[src/design/spq_pkg.sv]
`default_nettype none
// ----------------------------------------------------------------------------
// spq_pkg
// Shared widths, command and status codes and types for the tagged priority
// queue.
// ----------------------------------------------------------------------------
package spq_pkg;

	localparam int CAPACITY = 16;
	localparam int CNT_W    = $clog2(CAPACITY + 1);
	localparam int TAG_W    = 16;
	localparam int RANK_W   = 8;

	localparam logic [1:0] CMD_INSERT = 2'd0;
	localparam logic [1:0] CMD_POP    = 2'd1;
	localparam logic [1:0] CMD_REMOVE = 2'd2;
	localparam logic [1:0] CMD_LIST   = 2'd3;

	localparam logic [2:0] ST_ADDED    = 3'd0;
	localparam logic [2:0] ST_DUP      = 3'd1;
	localparam logic [2:0] ST_POPPED   = 3'd2;
	localparam logic [2:0] ST_EMPTY    = 3'd3;
	localparam logic [2:0] ST_REMOVED  = 3'd4;
	localparam logic [2:0] ST_NOTFOUND = 3'd5;
	localparam logic [2:0] ST_FULL     = 3'd6;
	localparam logic [2:0] ST_LISTED   = 3'd7;

	typedef struct packed {
		logic              valid;
		logic [TAG_W-1:0]  tag;
		logic [RANK_W-1:0] rank;
	} entry_t;

	typedef struct packed {
		logic              ins;
		logic              pop;
		logic              rem;
		logic              rot;
		logic [TAG_W-1:0]  tag;
		logic [RANK_W-1:0] rank;
	} ctrl_t;

endpackage
`default_nettype wire

[src/design/spq_cell.sv]
`default_nettype none
// ----------------------------------------------------------------------------
// spq_cell
// One slot of the queue: compares its entry against the command and takes
// its next entry from itself, a neighbour, the head or the new item.
// ----------------------------------------------------------------------------
module spq_cell (
	input  wire                     clk,
	input  wire                     arst_n,
	input  spq_pkg::ctrl_t          ctl,
	input  spq_pkg::entry_t         prev,
	input  wire                     prev_ge,
	input  spq_pkg::entry_t         nxt,
	input  spq_pkg::entry_t         head,
	input  wire                     hit_in,
	input  wire [spq_pkg::RANK_W-1:0] rank_in,
	output spq_pkg::entry_t         q,
	output logic                    ge,
	output logic                    hit_out,
	output logic [spq_pkg::RANK_W-1:0] rank_out
);
	import spq_pkg::*;

	logic              valid_q;
	logic [TAG_W-1:0]  tag_q;
	logic [RANK_W-1:0] rank_q;
	logic              match;
	entry_t cur;
	entry_t d;
	entry_t fresh;

	assign cur      = '{valid: valid_q, tag: tag_q, rank: rank_q};
	assign q        = cur;
	assign match    = cur.valid && (cur.tag == ctl.tag);
	assign ge       = cur.valid && (cur.rank >= ctl.rank);
	assign hit_out  = hit_in | match;
	assign rank_out = match ? cur.rank : rank_in;
	assign fresh    = '{valid: 1'b1, tag: ctl.tag, rank: ctl.rank};

	always_comb begin
		d = cur;
		if (ctl.ins) begin
			if (!ge) begin
				d = prev_ge ? fresh : prev;
			end
		end else if (ctl.pop) begin
			d = nxt;
		end else if (ctl.rem) begin
			if (hit_in || match) begin
				d = nxt;
			end
		end else if (ctl.rot) begin
			if (cur.valid) begin
				d = nxt.valid ? nxt : head;
			end
		end
	end

	always_ff @(posedge clk or negedge arst_n) begin
		if (!arst_n) begin
			valid_q <= 1'b0;
		end else begin
			valid_q <= d.valid;
		end
	end

	always_ff @(posedge clk) begin
		tag_q  <= d.tag;
		rank_q <= d.rank;
	end

endmodule
`default_nettype wire

[src/design/stable_priority_queue_with_tags.sv]
`default_nettype none
// ----------------------------------------------------------------------------
// stable_priority_queue_with_tags
// Bounded priority queue of tagged entries held in a row of shifting cells.
// ----------------------------------------------------------------------------
// A command is taken when start is high and busy is low. Insert, pop and
// remove each give one result, registered from the execute state; busy falls
// as it is shown, so a new command can be taken while it is shown. Each costs
// one compare in every cell and a shift of the cell row. List gives one
// result per held entry without gaps, as the row rotates one entry into the
// head cell per cycle. An empty list gives one empty result. Results are
// shown for one cycle with done high and cannot be held off by the receiver.
// ----------------------------------------------------------------------------
module stable_priority_queue_with_tags (
	input  wire                          clk,
	input  wire                          arst_n,
	input  wire                          start,
	input  wire  [1:0]                   cmd,
	input  wire  [spq_pkg::TAG_W-1:0]    tag,
	input  wire  [spq_pkg::RANK_W-1:0]   rank,
	output logic                         busy,
	output logic                         done,
	output logic [2:0]                   status,
	output logic [spq_pkg::TAG_W-1:0]    out_tag,
	output logic [spq_pkg::RANK_W-1:0]   out_rank,
	output logic                         last
);
	import spq_pkg::*;

	localparam logic [1:0] S_IDLE = 2'd0;
	localparam logic [1:0] S_EXEC = 2'd1;
	localparam logic [1:0] S_LIST = 2'd2;

	logic [1:0]        state_q, state_d;
	logic [1:0]        cmd_q;
	logic [TAG_W-1:0]  tag_q;
	logic [RANK_W-1:0] rank_q;
	logic [CNT_W-1:0]  count_q, count_d;
	logic [CNT_W-1:0]  idx_q, idx_d;

	logic              done_q, done_d;
	logic [2:0]        status_q, status_d;
	logic [TAG_W-1:0]  out_tag_q, out_tag_d;
	logic [RANK_W-1:0] out_rank_q, out_rank_d;
	logic              last_q, last_d;

	ctrl_t             ctl;
	entry_t            cell_q [CAPACITY];
	entry_t            cell_next [CAPACITY];
	entry_t            cell_prev [CAPACITY];
	logic [CAPACITY-1:0] ge;
	logic [CAPACITY:0]   hit;
	logic [RANK_W-1:0] rank_chain [CAPACITY+1];
	logic              any_match;
	logic              full;
	logic              accept;

	assign accept    = start && (state_q == S_IDLE);
	assign any_match = hit[CAPACITY];
	assign full      = (count_q == CNT_W'(CAPACITY));
	assign hit[0]        = 1'b0;
	assign rank_chain[0] = '0;

	genvar i;
	generate
		for (i = 0; i < CAPACITY; i++) begin : g_cell
			if (i == 0) begin : g_first
				assign cell_prev[i] = '0;
			end else begin : g_mid
				assign cell_prev[i] = cell_q[i-1];
			end
			if (i == CAPACITY - 1) begin : g_end
				assign cell_next[i] = '0;
			end else begin : g_body
				assign cell_next[i] = cell_q[i+1];
			end
			spq_cell u_cell (
				.clk      (clk),
				.arst_n   (arst_n),
				.ctl      (ctl),
				.prev     (cell_prev[i]),
				.prev_ge  ((i == 0) ? 1'b1 : ge[(i == 0) ? 0 : i-1]),
				.nxt      (cell_next[i]),
				.head     (cell_q[0]),
				.hit_in   (hit[i]),
				.rank_in  (rank_chain[i]),
				.q        (cell_q[i]),
				.ge       (ge[i]),
				.hit_out  (hit[i+1]),
				.rank_out (rank_chain[i+1])
			);
		end
	endgenerate

	always_comb begin
		state_d    = state_q;
		count_d    = count_q;
		idx_d      = idx_q;
		done_d     = 1'b0;
		status_d   = status_q;
		out_tag_d  = out_tag_q;
		out_rank_d = out_rank_q;
		last_d     = 1'b1;
		ctl        = '{ins: 1'b0, pop: 1'b0, rem: 1'b0, rot: 1'b0, tag: tag_q, rank: rank_q};
		case (state_q)
			S_IDLE: begin
				if (accept) begin
					state_d = S_EXEC;
				end
			end
			S_EXEC: begin
				state_d    = S_IDLE;
				done_d     = 1'b1;
				out_tag_d  = tag_q;
				out_rank_d = rank_q;
				case (cmd_q)
					CMD_INSERT: begin
						if (any_match) begin
							status_d = ST_DUP;
						end else if (full) begin
							status_d = ST_FULL;
						end else begin
							status_d = ST_ADDED;
							ctl.ins  = 1'b1;
							count_d  = count_q + CNT_W'(1);
						end
					end
					CMD_POP: begin
						if (count_q == '0) begin
							status_d   = ST_EMPTY;
							out_tag_d  = '0;
							out_rank_d = '0;
						end else begin
							status_d   = ST_POPPED;
							out_tag_d  = cell_q[0].tag;
							out_rank_d = cell_q[0].rank;
							ctl.pop    = 1'b1;
							count_d    = count_q - CNT_W'(1);
						end
					end
					CMD_REMOVE: begin
						if (any_match) begin
							status_d   = ST_REMOVED;
							out_rank_d = rank_chain[CAPACITY];
							ctl.rem    = 1'b1;
							count_d    = count_q - CNT_W'(1);
						end else begin
							status_d   = ST_NOTFOUND;
							out_rank_d = '0;
						end
					end
					default: begin
						if (count_q == '0) begin
							status_d   = ST_EMPTY;
							out_tag_d  = '0;
							out_rank_d = '0;
						end else begin
							done_d  = 1'b0;
							state_d = S_LIST;
							idx_d   = '0;
						end
					end
				endcase
			end
			S_LIST: begin
				done_d     = 1'b1;
				status_d   = ST_LISTED;
				out_tag_d  = cell_q[0].tag;
				out_rank_d = cell_q[0].rank;
				ctl.rot    = 1'b1;
				last_d     = (idx_q == count_q - CNT_W'(1));
				if (last_d) begin
					state_d = S_IDLE;
				end else begin
					idx_d = idx_q + CNT_W'(1);
				end
			end
			default: begin
				state_d = S_IDLE;
			end
		endcase
	end

	always_ff @(posedge clk or negedge arst_n) begin
		if (!arst_n) begin
			state_q <= S_IDLE;
			count_q <= '0;
			idx_q   <= '0;
			done_q  <= 1'b0;
		end else begin
			state_q <= state_d;
			count_q <= count_d;
			idx_q   <= idx_d;
			done_q  <= done_d;
		end
	end

	always_ff @(posedge clk) begin
		if (accept) begin
			cmd_q  <= cmd;
			tag_q  <= tag;
			rank_q <= rank;
		end
		status_q   <= status_d;
		out_tag_q  <= out_tag_d;
		out_rank_q <= out_rank_d;
		last_q     <= last_d;
	end

	assign busy     = (state_q != S_IDLE);
	assign done     = done_q;
	assign status   = status_q;
	assign out_tag  = out_tag_q;
	assign out_rank = out_rank_q;
	assign last     = last_q;

endmodule
`default_nettype wire

[config.mk]
export PLATFORM = sky130hd
export DESIGN_NAME = stable_priority_queue_with_tags
export DESIGN_NICKNAME = d
export VERILOG_FILES = /design/src/design/spq_pkg.sv /design/src/design/spq_cell.sv /design/src/design/stable_priority_queue_with_tags.sv
export SDC_FILE = /design/constraint.sdc
export NUM_CORES = 2
export LEC_CHECK = 0
export BUFFER_PORTS_ARGS = -buffer_cell sky130_fd_sc_hd__buf_2
export CAP_MARGIN = 20
export CORE_MARGIN = 4
export CORE_UTILIZATION = 59
export DETAILED_ROUTE_END_ITERATION = 8
export GPL_TIMING_DRIVEN = 0
export PLACE_DENSITY = 0.75
export SYNTH_ARGS = -nofsm -noshare
export SYNTH_HDL_FRONTEND = slang
export SYNTH_SLANG_ARGS = --single-unit
[constraint.sdc]
create_clock -name clk -period 4.6 [get_ports clk]
set_input_delay 0 -clock clk [delete_from_list [all_inputs] [get_ports clk]]
set_output_delay 0 -clock clk [all_outputs]
set_load 0.02 [all_outputs]
==> results.md <==
- Layout cells sized above 1: 11.06%
- Pre-Repair DR Iteration Count: 9
- Crit path to: g_cell[13].u_cell.rank_q[0]
- Die width: 259.1 um
- Critical path type: reg -> reg
- Top FF cell, synth: edfxtp_1
- Later-pin clock latency in the skew report: 0.69 ns
- Worst-path cell with the longest stage delay: clkbuf_1
- Worst setup startpoint: tag_q[5]
- Top-area cell type share of the netlist area: 35.28%
- Met1 GRT Util: 68.85%
- Pre-CTS setup slack: -1.414 ns
- Final Max Slew Viols: 0
- DR WL/cell: 38.68 um
- MaxCap Viol Count: 0
- Synth Net Count: 4,196
- Die H: 259.1 um
- Fin. Hold Viols: 0
- Crit Reg-Reg Startpoint: tag_q[5]
- Placed cells: 4,957
- CTS tree: done
- CP startpoint kind: flip-flop
- Async S/R FF share, synth: 6.210%
- Boundary Pins: 59
- Global route hottest layer: met2
- Min cycle time layout: 4.905 ns
- Root buf cell: clkbuf_16
- Total Wirelength: 198,900 um
- Met2 GRT Util: 72.77%
- Yosys top cell by area: edfxtp_1
- Syn_area_per_cell: 9.233 um2
- Layout Skew: 0.04886 ns
- Post-Layout Cell Count: 5,142
- Tightest Pin Transition: 1.242 ns
- Netlist cell types: 90
- Crit-path cells: buf_4 -> buf_8 -> xnor2_1 -> nand4_1 -> nor4_1 -> a32oi_2 -> and4b_4 -> nand3_4 -> nor3_2 -> clkbuf_1 -> clkbuf_1 -> a311oi_1 -> a21oi_1
- Clock Pin Slew Worst Setup and Hold Paths: 0.06 ns
- Syn Std Cell Area: 0.03720 mm2
- Max_slew headroom: 17.20%
- R2R depth: 13
- Number of port buffers: 58
- CTS max path bufs: 3
- FMAX: 203.9 MHz
- Via-to-Cell Ratio: 7.890
- Number of synthesized flops with an enable pin: 437
- Final #Nets: 4,408
- Count leader, synth: nand2_1
- Initial antenna violation count: 19
- Synth Warn #: 0
- Htree depth: 2
- Core area: 0.06205 mm2
- HP Class: in -> reg
- Critical Path RT: 5.10 ns
- Failing checks: DRC, setup timing
- Worst vdd ir: 0.0005160 V
- Outcome: complete, but fails checks
- GRT Residual Overflow: 0
- DR vias: 40,570
- First-pass GRT wire length: 273,600 um
- Post-synthesis sequential area ratio: 37.28%
- Synth-to-layout area growth: 13.85%
- Post-detail-place hpwl: 140,400 um
- CTS Sinks: 467
- GPL Wtd Cong: 1.099
- Effective utilization at floorplan: 59.95%
- Max FO, Critical Path: 10
- Met3 usage: 32.66%
- Critical R2R Capture: g_cell[13].u_cell.rank_q[0]
- Largest net degree at the start of global routing: 30
- Final setup margin: -0.3048 ns
- Most used cell, CP: clkbuf_1
- Cts bufs inserted: 56
- Slack of the worst reg-to-reg path: -0.30 ns
- Area contributors post-synth: edfxtp_1, mux2i_1, a221oi_1
- Pwr dens: 902.7 mW/mm2
- Leading post-synthesis cells by instance count: nand2_1, edfxtp_1, a21oi_1, mux2i_1, o21ai_0
- Final ANT Viol Nets: 0
- GRT Resource Usage Total: 57.36%
- # DRC: 36
- Yosys reg bits: 467
- Cells after Synth: 4,029
- CP arrival: 5.41 ns
- Leakage power: 16.45 nW
- Final number of setup-violating endpoints: 500
- Final worst-path cycle share: 106.6%
- Vias in the first global route: 35,960
- Crit. End Element: flip-flop
- # rows: 91
- DR iter-0 viols: 8,863
- Die Area: 0.06713 mm2
- Slowest Stage Delay on Critical Path: 0.93 ns
[placed cells by master (no fill, tap or decap), types with 28 or more instances in the layout]
| cell type | count |
|---|---|
| mux2i_1 | 361 |
| a22oi_1 | 67 |
| o211ai_1 | 30 |
| nand2_1 | 488 |
| nor2_1 | 110 |
| nand3_1 | 63 |
| a221oi_1 | 253 |
| a21o_1 | 36 |
| a21oi_1 | 419 |
| dlygate4sd3_1 | 28 |
| clkbuf_16 | 57 |
| edfxtp_1 | 437 |
| nor4_1 | 28 |
| ha_1 | 138 |
| dfrtp_1 | 29 |
| buf_2 | 133 |
| buf_4 | 58 |
| o21ai_0 | 311 |
| xor2_1 | 85 |
| a22o_1 | 81 |
| inv_1 | 68 |
| clkbuf_1 | 242 |
| nand4_1 | 36 |
| xnor2_1 | 185 |
[state kept, by name, summed over array words and instances, names as in the netlist]
register and count:
cmd_q 2, out_rank 8, g_cell.u_cell.tag_q 256, rank_q 8
done 1, out_tag 16, state_q 2, g_cell.u_cell.rank_q 128
idx_q 5, last 1, g_cell.u_cell.valid_q 16, status 3
tag_q 16, count_q 5
[timing repair]
action | 4_1_cts | 5_1_grt
pin swaps | 11 | 8
gates resized for setup | 65 | 68
cloned | 6 | 1
endpoints found under the setup margin | 790 | 647
hold buffers | 28 | 0
setup buffers | 21 | 13
hold endpoints to repair | 57 | 0
[worst min-delay path by stage]
stage / startpoint / to / depth (start not counted) / slack, ns
detailed placement: arst_n / idx_q[1] / 1 / 0.17
CTS: arst_n / g_cell[7].u_cell.valid_q / 2 / 0.04
global placement: arst_n / idx_q[4] / 1 / 0.17
floorplan: arst_n / count_q[0] / 0 / -0.30
finish: tag[13] / tag_q[13] / 2 / 0.03
global route: tag[13] / tag_q[13] / 2 / 0.07
[kinds of logic after synthesis]
family                   Yosys count  synth area share (%)
multiplexers                     363                 9.785
AND/OR/NAND/NOR                  931                 11.85
AO/OA/AOI/OAI                   1361                 24.02
buffers and inverters            498                 6.048
XOR/XNOR                         271                 6.381
adder cells (fa/ha/maj)          138                 4.642
flip-flops                       467                 37.28
[worst max-delay path, delay by kind of cell (launching register included)]
family          cells  cell delay (ns)
compound gates      3             0.93
xor+xnor            1             0.13
buf+inv             4             2.00
flops               1             0.32
simple gates        5             1.32
[through the flow]
step                      utilization [%]   TNS [ns]  total power [mW]  instance area, um2  hold slack [ns]
after global routing                68.19  -0.008637             38.85               42310          0.06687
after floorplan                         -          0             23.11               37220          -0.2956
after global placement              62.14    -811.22             30.15               38560           0.1689
after detailed placement            63.35    -634.24             30.92               39310           0.1691
final                               68.25     -42.15             38.23               42350          0.02517
after CTS                           67.52          0             35.94               41900          0.04497
[power breakdown]
| group | switching [mW] | internal [mW] |
|---|---|---|
| sequential | 3.48 | 7.92 |
| combinational | 14.0 | 8.00 |
| clock | 2.11 | 2.70 |
[cell type report]
cell class	instances	area, um2
multi-input combinational	3071	21500
inverter	69	260.3
fill	4999	19700
timing repair buffer	156	1602
sequential	467	13870
buffer	420	2160
clock inverter	36	332.8
tap	837	1047
antenna	18	45.04
clock buffer	68	1538
[metal layers]
metal | wire length [um] | vias to the layer above
met5 | 732 | -
met4 | 22590 | 28
met3 | 39000 | 1374
met2 | 72550 | 4658
met1 | 64000 | 18730
li1 | - | 15780
(Power assumes the default switching activity.)
